**src/sv/dss_pkg.sv**
```systemverilog
// Package for the drum step sequencer: sizes, command codes, register indexes and states.
package dss_pkg;

    // Sizes of the pattern store and the time base.
    localparam int NUM_CHANNELS = 8;
    localparam int NUM_FRAMES   = 4;
    localparam int NUM_STEPS    = 16;
    localparam int TIME_BITS    = 32;

    localparam int CH_W   = (NUM_CHANNELS > 1) ? $clog2(NUM_CHANNELS) : 1;
    localparam int FR_W   = (NUM_FRAMES > 1) ? $clog2(NUM_FRAMES) : 1;
    localparam int ST_W   = $clog2(NUM_STEPS);
    localparam int ROWS   = NUM_CHANNELS * NUM_FRAMES;
    localparam int ROW_W  = (ROWS > 1) ? $clog2(ROWS) : 1;
    // One row holds a hit bit and a two-bit microstep count for every step.
    localparam int WORD_W = NUM_STEPS * 3;
    localparam int PER_W  = 32;
    // Adder width: the larger time or period operand, plus two bits.
    localparam int ALU_W  = ((TIME_BITS > PER_W) ? TIME_BITS : PER_W) + 2;

    localparam int MICRO_MODULUS = 3;
    localparam int BEAT_MASK     = 3;
    localparam logic [2:0] OCT_BAR  = 3'd4;
    localparam logic [2:0] OCT_BEAT = 3'd3;
    localparam logic [2:0] OCT_NONE = 3'd0;

    // Run flag bit positions.
    localparam int RUN_PLAYING = 0;
    localparam int RUN_PAUSE   = 1;
    localparam int RUN_STOP    = 2;

    typedef enum logic [3:0] {
        F_TICK      = 4'd0,
        F_TOGGLE    = 4'd1,
        F_MICRO     = 4'd2,
        F_RECORD    = 4'd3,
        F_CLR_CHAN  = 4'd4,
        F_CLR_ALL   = 4'd5,
        F_START     = 4'd6,
        F_PAUSE     = 4'd7,
        F_STOP_END  = 4'd8
    } t_func;

    typedef enum logic [1:0] {
        CFG_STEP_PERIOD = 2'd0,
        CFG_METRONOME   = 2'd1,
        CFG_ALL_FRAMES  = 2'd2,
        CFG_MUTE_MASK   = 2'd3
    } t_cfg_index;

    typedef enum logic [4:0] {
        S_IDLE,
        S_T_INC,
        S_T_EL,
        S_T_CMP,
        S_SC_RD,
        S_SC_CHK,
        S_R_EL,
        S_R_INC,
        S_R_MUL,
        S_R_CMP,
        S_EMIT,
        S_E_EL,
        S_E_CMP,
        S_ED_RD0,
        S_ED_GET,
        S_ED_RD,
        S_ED_WR,
        S_DONE
    } t_state;

    // Row of the pattern store for one channel and frame.
    function automatic logic [ROW_W-1:0] row_idx(input logic [CH_W-1:0] c,
                                                 input logic [FR_W-1:0] f);
        return ROW_W'(int'(c) * NUM_FRAMES + int'(f));
    endfunction

endpackage

```
**src/sv/drum_step_sequencer_core.sv**
```systemverilog
// Drum step sequencer core: command sequencer, shared adder and pattern store.
//
// Usage: a command beat is taken at a clock edge with start high and busy low.
// The command fields are i_func, i_chan_sel, i_frame_sel and i_step_sel. busy
// stays high while the command is worked on; no new command is taken then.
// Configuration writes use i_cfg_valid, i_cfg_index and i_cfg_data; o_cfg_ready
// is always high and a write lands at the edge where i_cfg_valid is high.
// Triggers of a tick leave as result beats on o_trigger_chan, o_click_octave and
// o_last, each marked by o_result_strobe for exactly one cycle; the receiver
// cannot stall, so one beat leaves per cycle. o_last marks the final one.
// Busy time is set by the single shared adder and the one read port of the
// pattern store: any playing tick that does not pause or stop at pattern end
// scans each of the 8 channels, tests each retrigger and emits its triggers;
// toggle, microstep and playing record commands write one frame or all frames.
// The next command is taken at the edge that ends the first cycle with busy low.
// Result beats are registered from the emit state that follows the last scan step
// and follow back to back; the final beat falls in the first cycle with busy low again.
// Reset (synchronous, active low) clears time, position and run flags, restores
// the register defaults and marks every pattern row empty at once.
module drum_step_sequencer_core
    import dss_pkg::*;
(
    input  logic        i_clk,
    input  logic        i_rst_n,
    input  logic        start,
    output logic        busy,
    input  logic [3:0]  i_func,
    input  logic [2:0]  i_chan_sel,
    input  logic [1:0]  i_frame_sel,
    input  logic [3:0]  i_step_sel,
    input  logic        i_cfg_valid,
    output logic        o_cfg_ready,
    input  logic [1:0]  i_cfg_index,
    input  logic [31:0] i_cfg_data,
    output logic        o_result_strobe,
    output logic [3:0]  o_trigger_chan,
    output logic [2:0]  o_click_octave,
    output logic        o_last
);

    // Configuration registers.
    logic [PER_W-1:0] r_period;
    logic             r_met_en;
    logic             r_all_frames;
    logic [7:0]       r_mute;

    // Sequencer state and run state.
    t_state r_state, n_state;
    logic [TIME_BITS-1:0] r_time;
    logic [TIME_BITS-1:0] r_last_step;
    logic [TIME_BITS-1:0] r_lrt [NUM_CHANNELS];
    logic [ST_W-1:0]      r_play_step;
    logic [FR_W-1:0]      r_play_frame;
    logic [2:0]           r_run;

    // Latched command.
    t_func            r_func;
    logic [CH_W-1:0]  r_c;
    logic [FR_W-1:0]  r_f;
    logic [ST_W-1:0]  r_s;

    // Working registers.
    logic [ALU_W-1:0]        r_acc;
    logic                    r_bound;
    logic [CH_W-1:0]         r_ch;
    logic [NUM_CHANNELS-1:0] r_live;
    logic                    r_click;
    logic [2:0]              r_click_oct;
    logic [1:0]              r_mdiv;
    logic [ST_W-1:0]         r_tstep;
    logic                    r_vbit;
    logic [1:0]              r_mval;
    logic [FR_W-1:0]         r_j;

    // Pattern store with one valid bit per row.
    logic [WORD_W-1:0] r_mem [ROWS];
    logic [ROWS-1:0]   r_row_valid;
    logic [WORD_W-1:0] r_mem_q;
    logic              r_q_valid;
    logic [ROW_W-1:0]  rd_addr;
    logic [WORD_W-1:0] row_q;
    logic [WORD_W-1:0] wr_word;

    // Result register.
    logic       r_o_strobe;
    logic [3:0] r_o_chan;
    logic [2:0] r_o_oct;
    logic       r_o_last;

    // Shared adder.
    logic [ALU_W-1:0] alu_a, alu_b;
    logic             alu_cin;
    logic [ALU_W:0]   alu_sum;
    logic             alu_carry;

    logic accept;
    logic cur_hit;
    logic [1:0] cur_micro;
    logic live_now;
    logic last_chan;

    // Position advance at a step boundary.
    logic [ST_W-1:0] adv_step;
    logic [FR_W-1:0] adv_frame;
    logic            adv_stop;

    // Emission selection.
    logic [NUM_CHANNELS-1:0] low_bit;
    logic [CH_W-1:0]         low_idx;
    logic                    any_live;

    assign accept      = start && (r_state == S_IDLE);
    assign busy        = (r_state != S_IDLE);
    assign o_cfg_ready = 1'b1;

    assign alu_sum   = {1'b0, alu_a} + {1'b0, alu_b} + (ALU_W+1)'(alu_cin);
    assign alu_carry = alu_sum[ALU_W];

    assign row_q     = r_q_valid ? r_mem_q : '0;
    assign cur_hit   = row_q[r_play_step];
    assign cur_micro = row_q[NUM_STEPS + 2*int'(r_play_step) +: 2];
    assign live_now  = cur_hit && !r_mute[r_ch];
    assign last_chan = (int'(r_ch) == NUM_CHANNELS - 1);

    // Next position after a boundary, and whether the pattern end stops play.
    always_comb begin
        adv_step  = r_play_step + ST_W'(1);
        adv_frame = r_play_frame;
        adv_stop  = 1'b0;
        if (int'(r_play_step) == NUM_STEPS - 1) begin
            adv_step = '0;
            if (int'(r_play_frame) == NUM_FRAMES - 1) begin
                adv_frame = '0;
                adv_stop  = r_run[RUN_STOP];
            end else begin
                adv_frame = r_play_frame + FR_W'(1);
            end
        end
    end

    // Lowest pending channel for the next trigger.
    always_comb begin
        low_bit = r_live & (~r_live + NUM_CHANNELS'(1));
        low_idx = '0;
        for (int i = 0; i < NUM_CHANNELS; i++) begin
            if (low_bit[i]) begin
                low_idx = CH_W'(i);
            end
        end
        any_live = (r_live != '0);
    end

    // Next state.
    always_comb begin
        n_state = r_state;
        case (r_state)
            S_IDLE: begin
                if (start) begin
                    case (t_func'(i_func))
                        F_TICK:   n_state = S_T_INC;
                        F_TOGGLE: n_state = S_ED_RD0;
                        F_MICRO:  n_state = S_ED_RD0;
                        F_RECORD: n_state = r_run[RUN_PLAYING] ? S_E_EL : S_DONE;
                        default:  n_state = S_DONE;
                    endcase
                end
            end
            S_T_INC: n_state = r_run[RUN_PLAYING] ? S_T_EL : S_DONE;
            S_T_EL:  n_state = S_T_CMP;
            S_T_CMP: begin
                if (!alu_carry) begin
                    n_state = S_SC_RD;
                end else if (r_run[RUN_PAUSE] || adv_stop) begin
                    n_state = S_DONE;
                end else begin
                    n_state = S_SC_RD;
                end
            end
            S_SC_RD: n_state = S_SC_CHK;
            S_SC_CHK: begin
                if (!r_bound && live_now) begin
                    n_state = S_R_EL;
                end else begin
                    n_state = last_chan ? S_EMIT : S_SC_RD;
                end
            end
            S_R_EL:  n_state = S_R_INC;
            S_R_INC: n_state = S_R_MUL;
            S_R_MUL: n_state = S_R_CMP;
            S_R_CMP: n_state = last_chan ? S_EMIT : S_SC_RD;
            S_EMIT: begin
                if (r_click) begin
                    n_state = any_live ? S_EMIT : S_IDLE;
                end else if ((r_live & ~low_bit) == '0) begin
                    n_state = S_IDLE;
                end
            end
            S_E_EL:   n_state = S_E_CMP;
            S_E_CMP:  n_state = S_ED_RD;
            S_ED_RD0: n_state = S_ED_GET;
            S_ED_GET: n_state = S_ED_RD;
            S_ED_RD:  n_state = S_ED_WR;
            S_ED_WR: begin
                if (r_all_frames && (int'(r_j) != NUM_FRAMES - 1)) begin
                    n_state = S_ED_RD;
                end else begin
                    n_state = S_IDLE;
                end
            end
            S_DONE:  n_state = S_IDLE;
            default: n_state = S_IDLE;
        endcase
    end

    // Adder operands and store read address for each step.
    always_comb begin
        alu_a   = '0;
        alu_b   = '0;
        alu_cin = 1'b0;
        rd_addr = row_idx(r_ch, r_play_frame);
        case (r_state)
            S_T_INC: begin
                alu_a   = ALU_W'(r_time);
                alu_cin = 1'b1;
            end
            S_T_EL, S_E_EL: begin
                alu_a   = ALU_W'(r_time);
                alu_b   = ALU_W'(~r_last_step);
                alu_cin = 1'b1;
            end
            S_T_CMP: begin
                alu_a   = r_acc;
                alu_b   = ~ALU_W'(r_period);
                alu_cin = 1'b1;
            end
            S_R_EL: begin
                alu_a   = ALU_W'(r_time);
                alu_b   = ALU_W'(~r_lrt[r_ch]);
                alu_cin = 1'b1;
            end
            S_R_INC: begin
                alu_a   = r_acc;
                alu_cin = 1'b1;
            end
            S_R_MUL: begin
                // Elapsed-plus-one times the division count, by shift and add.
                case (r_mdiv)
                    2'd1:    alu_a = r_acc << 1;
                    2'd2: begin
                        alu_a = r_acc << 1;
                        alu_b = r_acc;
                    end
                    default: alu_a = r_acc;
                endcase
            end
            S_R_CMP: begin
                alu_a = r_acc;
                alu_b = ~ALU_W'(r_period);
            end
            S_E_CMP: begin
                alu_a = r_acc;
                alu_b = ~ALU_W'(r_period >> 1);
            end
            S_ED_RD0: rd_addr = row_idx(r_c, r_f);
            S_ED_RD:  rd_addr = row_idx(r_c, r_j);
            default: begin
                alu_a = '0;
            end
        endcase
    end

    // Modified row for an edit write.
    always_comb begin
        wr_word = row_q;
        wr_word[r_tstep] = r_vbit;
        if (r_func == F_MICRO) begin
            wr_word[NUM_STEPS + 2*int'(r_tstep) +: 2] = r_mval;
        end
    end

    // State register.
    always_ff @(posedge i_clk) begin
        if (!i_rst_n) begin
            r_state <= S_IDLE;
        end else begin
            r_state <= n_state;
        end
    end

    // Configuration registers.
    always_ff @(posedge i_clk) begin
        if (!i_rst_n) begin
            r_period     <= PER_W'(1000);
            r_met_en     <= 1'b0;
            r_all_frames <= 1'b1;
            r_mute       <= '0;
        end else if (i_cfg_valid) begin
            case (t_cfg_index'(i_cfg_index))
                CFG_STEP_PERIOD: r_period     <= i_cfg_data;
                CFG_METRONOME:   r_met_en     <= i_cfg_data[0];
                CFG_ALL_FRAMES:  r_all_frames <= i_cfg_data[0];
                CFG_MUTE_MASK:   r_mute       <= i_cfg_data[7:0];
                default:         r_mute       <= r_mute;
            endcase
        end
    end

    // Time, position, run flags and retrigger times.
    always_ff @(posedge i_clk) begin
        if (!i_rst_n) begin
            r_time       <= '0;
            r_last_step  <= '0;
            r_play_step  <= '0;
            r_play_frame <= '0;
            r_run        <= '0;
            for (int i = 0; i < NUM_CHANNELS; i++) begin
                r_lrt[i] <= '0;
            end
        end else begin
            if (accept) begin
                case (t_func'(i_func))
                    F_START:    r_run[RUN_PLAYING] <= 1'b1;
                    F_PAUSE:    r_run[RUN_PAUSE]   <= 1'b1;
                    F_STOP_END: r_run[RUN_STOP]    <= 1'b1;
                    default:    r_run              <= r_run;
                endcase
            end
            if (r_state == S_T_INC) begin
                r_time <= alu_sum[TIME_BITS-1:0];
            end
            // At a boundary every reference time restarts from now.
            if ((r_state == S_T_CMP) && alu_carry) begin
                r_last_step <= r_time;
                for (int i = 0; i < NUM_CHANNELS; i++) begin
                    r_lrt[i] <= r_time;
                end
                if (r_run[RUN_PAUSE]) begin
                    r_run[RUN_PLAYING] <= 1'b0;
                    r_run[RUN_PAUSE]   <= 1'b0;
                end else begin
                    r_play_step  <= adv_step;
                    r_play_frame <= adv_frame;
                    if (adv_stop) begin
                        r_run[RUN_PLAYING] <= 1'b0;
                        r_run[RUN_STOP]    <= 1'b0;
                    end
                end
            end
            if ((r_state == S_R_CMP) && alu_carry) begin
                r_lrt[r_ch] <= r_time;
            end
        end
    end

    // Command latch and working registers.
    always_ff @(posedge i_clk) begin
        if (accept) begin
            r_func <= t_func'(i_func);
            r_c    <= CH_W'(i_chan_sel);
            r_f    <= FR_W'(i_frame_sel);
            r_s    <= ST_W'(i_step_sel);
        end
        case (r_state)
            S_T_EL, S_E_EL, S_R_EL: r_acc <= ALU_W'(alu_sum[TIME_BITS-1:0]);
            S_R_INC, S_R_MUL:       r_acc <= alu_sum[ALU_W-1:0];
            S_T_CMP: begin
                r_bound <= alu_carry;
                r_ch    <= '0;
                r_live  <= '0;
                r_click <= 1'b0;
                if (alu_carry && r_met_en) begin
                    if (adv_step == '0) begin
                        r_click     <= 1'b1;
                        r_click_oct <= OCT_BAR;
                    end else if ((int'(adv_step) & BEAT_MASK) == 0) begin
                        r_click     <= 1'b1;
                        r_click_oct <= OCT_BEAT;
                    end
                end
            end
            S_SC_CHK: begin
                if (r_bound) begin
                    r_live[r_ch] <= live_now;
                end
                r_mdiv <= cur_micro;
                if (r_bound || !live_now) begin
                    r_ch <= r_ch + CH_W'(1);
                end
            end
            S_R_CMP: begin
                r_live[r_ch] <= alu_carry;
                r_ch         <= r_ch + CH_W'(1);
            end
            S_EMIT: begin
                if (r_click) begin
                    r_click <= 1'b0;
                end else begin
                    r_live <= r_live & ~low_bit;
                end
            end
            S_E_CMP: begin
                r_vbit <= 1'b1;
                r_j    <= r_all_frames ? FR_W'(0) : r_f;
                if (alu_carry && (int'(r_play_step) == NUM_STEPS - 1)) begin
                    r_tstep <= '0;
                end else begin
                    r_tstep <= r_play_step + ST_W'(alu_carry);
                end
            end
            S_ED_GET: begin
                r_tstep <= r_s;
                r_j     <= r_all_frames ? FR_W'(0) : r_f;
                r_vbit  <= (r_func == F_TOGGLE) ? !row_q[r_s] : 1'b1;
                if (int'(row_q[NUM_STEPS + 2*int'(r_s) +: 2]) >= MICRO_MODULUS - 1) begin
                    r_mval <= 2'd0;
                end else begin
                    r_mval <= row_q[NUM_STEPS + 2*int'(r_s) +: 2] + 2'd1;
                end
            end
            S_ED_WR: r_j <= r_j + FR_W'(1);
            default: r_acc <= r_acc;
        endcase
    end

    // Row valid bits: set by edit writes, cleared by reset and by the clear commands.
    always_ff @(posedge i_clk) begin
        if (!i_rst_n) begin
            r_row_valid <= '0;
        end else begin
            if (r_state == S_ED_WR) begin
                r_row_valid[row_idx(r_c, r_j)] <= 1'b1;
            end
            if (accept && ((t_func'(i_func) == F_CLR_CHAN) || (t_func'(i_func) == F_CLR_ALL))) begin
                for (int c = 0; c < NUM_CHANNELS; c++) begin
                    for (int f = 0; f < NUM_FRAMES; f++) begin
                        if (((t_func'(i_func) == F_CLR_ALL) || (c == int'(i_chan_sel)))
                            && (r_all_frames || (f == int'(i_frame_sel)))) begin
                            r_row_valid[c*NUM_FRAMES + f] <= 1'b0;
                        end
                    end
                end
            end
        end
    end

    // Pattern store: one write and one registered read per cycle.
    always_ff @(posedge i_clk) begin
        if (r_state == S_ED_WR) begin
            r_mem[row_idx(r_c, r_j)] <= wr_word;
        end
        r_mem_q   <= r_mem[rd_addr];
        r_q_valid <= r_row_valid[rd_addr];
    end

    // Result beat register.
    always_ff @(posedge i_clk) begin
        if (!i_rst_n) begin
            r_o_strobe <= 1'b0;
        end else begin
            r_o_strobe <= (r_state == S_EMIT) && (r_click || any_live);
        end
        if (r_click) begin
            r_o_chan <= 4'(NUM_CHANNELS);
            r_o_oct  <= r_click_oct;
            r_o_last <= !any_live;
        end else begin
            r_o_chan <= 4'(low_idx);
            r_o_oct  <= OCT_NONE;
            r_o_last <= ((r_live & ~low_bit) == '0);
        end
    end

    assign o_result_strobe = r_o_strobe;
    assign o_trigger_chan  = r_o_chan;
    assign o_click_octave  = r_o_oct;
    assign o_last          = r_o_last;

    // A result beat only follows the emit step.
    a_strobe_from_emit: assert property (@(posedge i_clk) disable iff (!i_rst_n)
        o_result_strobe |-> $past(r_state == S_EMIT))
        else $error("result beat without emit step");

    // An accepted command always makes the block busy.
    a_accept_busy: assert property (@(posedge i_clk) disable iff (!i_rst_n)
        (start && !busy) |=> busy)
        else $error("accepted command did not raise busy");

    // The final beat of a tick is not followed by another.
    a_last_ends: assert property (@(posedge i_clk) disable iff (!i_rst_n)
        (o_result_strobe && o_last) |=> !o_result_strobe)
        else $error("beat after final trigger");

    // A click octave is only ever sent on the metronome channel.
    a_click_chan: assert property (@(posedge i_clk) disable iff (!i_rst_n)
        (o_result_strobe && (o_click_octave != OCT_NONE))
            |-> (o_trigger_chan == 4'(NUM_CHANNELS)))
        else $error("click octave on a pattern channel");

endmodule

```
**config.mk**
```make
export PLATFORM = sky130hd
export DESIGN_NAME = drum_step_sequencer_core
export DESIGN_NICKNAME = d
export VERILOG_FILES = /design/src/sv/dss_pkg.sv /design/src/sv/drum_step_sequencer_core.sv
export SDC_FILE = /design/constraint.sdc
export NUM_CORES = 2
export LEC_CHECK = 0
export BUFFER_PORTS_ARGS = -buffer_cell sky130_fd_sc_hd__buf_2
export CAP_MARGIN = 20
export CORE_MARGIN = 1
export CORE_UTILIZATION = 60
export DETAILED_ROUTE_END_ITERATION = 8
export PLACE_DENSITY = 0.87
export SLEW_MARGIN = 20
export SYNTH_ARGS = -nofsm -noshare
export SYNTH_HDL_FRONTEND = slang
export SYNTH_SLANG_ARGS = --single-unit
```
**constraint.sdc**
```tcl
create_clock -name i_clk -period 8.9 [get_ports i_clk]
set_input_delay 1.78 -clock i_clk [delete_from_list [all_inputs] [get_ports i_clk]]
set_output_delay 1.78 -clock i_clk [all_outputs]
set_load 0.02 [all_outputs]
```
==> metrics.txt <==
area occupied by multi-input gates=0.0236 sq mm; largest net degree at the start of global routing=142; Die Y=378 microns; layout cells sized above 1=0.216; Clock Tree Buf Depth=3; max-slew violations=0; largest family of logic cells by synthesized area=multiplexers; commonest cells after routing, fill and taps aside=1865 x edfxtp_1, 632 x nand2_1, 486 x mux4_2; Final period util=0.760; post-route ant nets=0; Syn Area/Cell=16.8 sq um; final setup fails=0; vias=51668; Most used DFF post-synth=edfxtp_1; hold buffers post-CTS=0; CP Class=reg -> reg; DRT Pass-1 Iters=9; H-tree Lvls=4; Inserted Clock Buffers=194; Clock Skew=126 ps; Hold EP=r_last_step[29]; maximum vdd drop=0.000239 V; FF-to-FF setup slack=2130 ps; final hold violation count=0; Worst R2R Start=r_state[4]; most common cell after layout, fill and taps aside=edfxtp_1; Die ar.=0.143 sq mm; core area=0.140 sq mm; max cap viols=0; Die Wd=378 microns; min-delay worst type=reg -> reg; 1st-iter DRT viols=8817; TritonCTS clock tree=done; fmax=148 MHz; Worst-path clk slew=60 ps; initial antenna violation count=13; Ports=62; peak fanout along the critical path=32; Initial Util=0.606; R2R Path End=r_lrt[0][28]; count of cell types in the netlist=82; nets@finish=5244; HPWL after DPL=120 mm; vias in the first global route=51303; first-pass GRT wire length=348 mm; CP endpoint kind=flop; post-CTS setup repair buffer count=0; sequential share of the synthesized area=0.711; Rel. slew slack=0.177; total gr overflow=0; Post-Synthesis Cells=5058; YS warnings=0; Filler cells=8249; ys async rst share=0; hold_sp=r_time[29]; WP data required=9410 ps; Seq cells post-synth=2077; post-CTS sizing=0; hold path depth=2; register area=0.0603 sq mm; # placed instances=6813; clk sinks=2077; WL/cell=34.0 microns; mux share of post-synthesis cell area=0.143; Post-Synth Adder-Cell Area=0.00844; compound-cell area share of the yosys netlist=0.0480; GRT Resource Usage Total=0.341; Synth Area in XOR/XNOR=0.00413; depth of the worst register-to-register path=20; min Tclk post-route=6770 ps; startpoint types=flop; Simple-Gate Fraction of Synth Area=0.0671; Synth Cell Area=0.0848 sq mm; Port Buffers=60; Rows=137; status=completed; non-filler cells, final=7184; Arr. time, crit path=7270 ps; pin slew with the least headroom to its limit=1230 ps; clk_lat worst skew=870 ps; RSZ-0062 raised after global routing=false; routability congestion estimate from global placement=0.938; Pleak=32.0 nW; Post-Syn Nets=5165; Via density=7.19; number of flops mapped to enable cells by yosys=1865; TNS Setup=0 ps; routed wire length=245 mm; area delta synth->final=11.4%; Pwr per Cell Area=241 mW/mm^2; Root Driver=clkbuf_16; Post-route DRC=0
-- cells by family (layout without fill, tap and decap cells) --
kind of cell,Yosys count,in the layout
AOI/OAI and AO/OA,571,571
xor gates and xnor gates,40,40
muxes,598,598
DFF,2077,2077
adders and majority gates,56,56
buffers and inverters,388,633
other,1,6
and+or+nand+nor,1327,1327
-- per-stage QoR --
step | setup WS [ps] | total power [mW] | hold slack [ps] | utilization | instance area [sq um]
CTS | 2240 | 22.7 | 399 | 0.674 | 94300
detailed placement | 2270 | 14.2 | 449 | 0.627 | 87700
global route | 1790 | 23.3 | 405 | 0.675 | 94500
global placement | 2340 | 14.1 | 444 | 0.627 | 87700
floorplan | 1730 | 13.2 | 346 | - | 84800
finish | 2130 | 22.8 | 378 | 0.675 | 94500
-- power breakdown --
| group | switching [mW] | internal (mW) |
|---|---|---|
| Combinational | 1.80 | 0.824 |
| Clock | 3.83 | 4.79 |
| Sequential | 0.336 | 11.2 |
-- critical path: stages, from the launching register on --
cell and delay [ps]:
dfxtp_1 790, nor2_1 270, and3_1 410, nand2_1 130
buf_4 370, o22ai_1 120, a2111oi_0 460, fa_1 290
inv_1 60, fa_1 470, a21o_1 220, a311oi_1 340
or4_4 210, o211ai_2 130, o311ai_2 440, o21a_2 340
inv_2 90, nand2_1 550, o21a_1 220, buf_4 390
nor2_1 110
-- how the worst max path moves through the flow --
stage / startpoint / end / slack [ps] / depth (start not counted)
CTS: r_state[4] / r_lrt[5][28] / 2240 / 18
detailed placement: r_state[2] / r_lrt[0][27] / 2270 / 22
global route: r_state[0] / r_lrt[5][28] / 1790 / 20
global placement: r_state[2] / r_lrt[0][31] / 2340 / 22
finish: r_state[4] / r_lrt[0][28] / 2130 / 20
floorplan: r_state[3] / r_lrt[0][0] / 1730 / 18
-- registers in the layout, summed over array words and instances, names as in the netlist, 32 cells and up, named ones only --
| signal | flops |
|---|---|
| r_mem | 1536 |
| r_lrt | 256 |
| r_mem_q | 48 |
| r_acc | 34 |
| r_last_step | 32 |
| r_period | 32 |
| r_row_valid | 32 |
| r_time | 32 |
-- synth_stat cells (all sizes together) (4+ instances only) --
library cell | number | area [sq um]
o21a | 7 | 53.8
nand2b | 15 | 93.8
xor2 | 14 | 123
nor3b | 7 | 52.6
a211oi | 36 | 270
nand2 | 632 | 2370
mux2i | 74 | 741
clkbuf | 165 | 619
buf | 132 | 638
a31oi | 33 | 206
o221ai | 4 | 35.0
inv | 89 | 334
mux2 | 38 | 428
a222oi | 31 | 310
ha | 54 | 676
o31ai | 10 | 75.1
xnor2 | 26 | 228
o221a | 32 | 360
nor2 | 342 | 1300
and3 | 58 | 363
a31o | 4 | 35.0
nand4 | 6 | 37.5
edfxtp | 1865 | 56000
or2 | 6 | 37.5
o21ai | 110 | 551
o22ai | 38 | 238
a21boi | 83 | 623
o211ai | 5 | 42.5
and2 | 17 | 106
nand3 | 174 | 871
mux4 | 486 | 10900
nor3 | 17 | 85.1
nand3b | 6 | 45.0
a21o | 16 | 120
dfxtp | 212 | 4240
a32oi | 50 | 438
nor2b | 25 | 156
a2111oi | 5 | 45.0
or3 | 9 | 56.3
o21bai | 7 | 52.6
a21oi | 73 | 369
-- layer usage --
layer / share of wire / global-route usage / wire length (microns)
met1: 0.32 / 0.423 / 77300
met2: 0.48 / 0.551 / 118000
met3: 0.13 / 0.0830 / 32600
met4: 0.068 / 0.198 / 16700
met5: 0.00026 / 0 / 63
-- area by class of cell --
| class | count | area share |
|---|---|---|
| Tap cell | 1876 | 0.0248 |
| Antenna cell | 5 | 0.000132 |
| Multi-Input combinational cell | 2593 | 0.250 |
| Sequential cell | 2077 | 0.638 |
| Inverter | 91 | 0.00362 |
| Timing Repair Buffer | 180 | 0.0142 |
| Clock buffer | 261 | 0.0567 |
| Clock inverter | 101 | 0.0125 |
(Power assumes the default switching activity.)
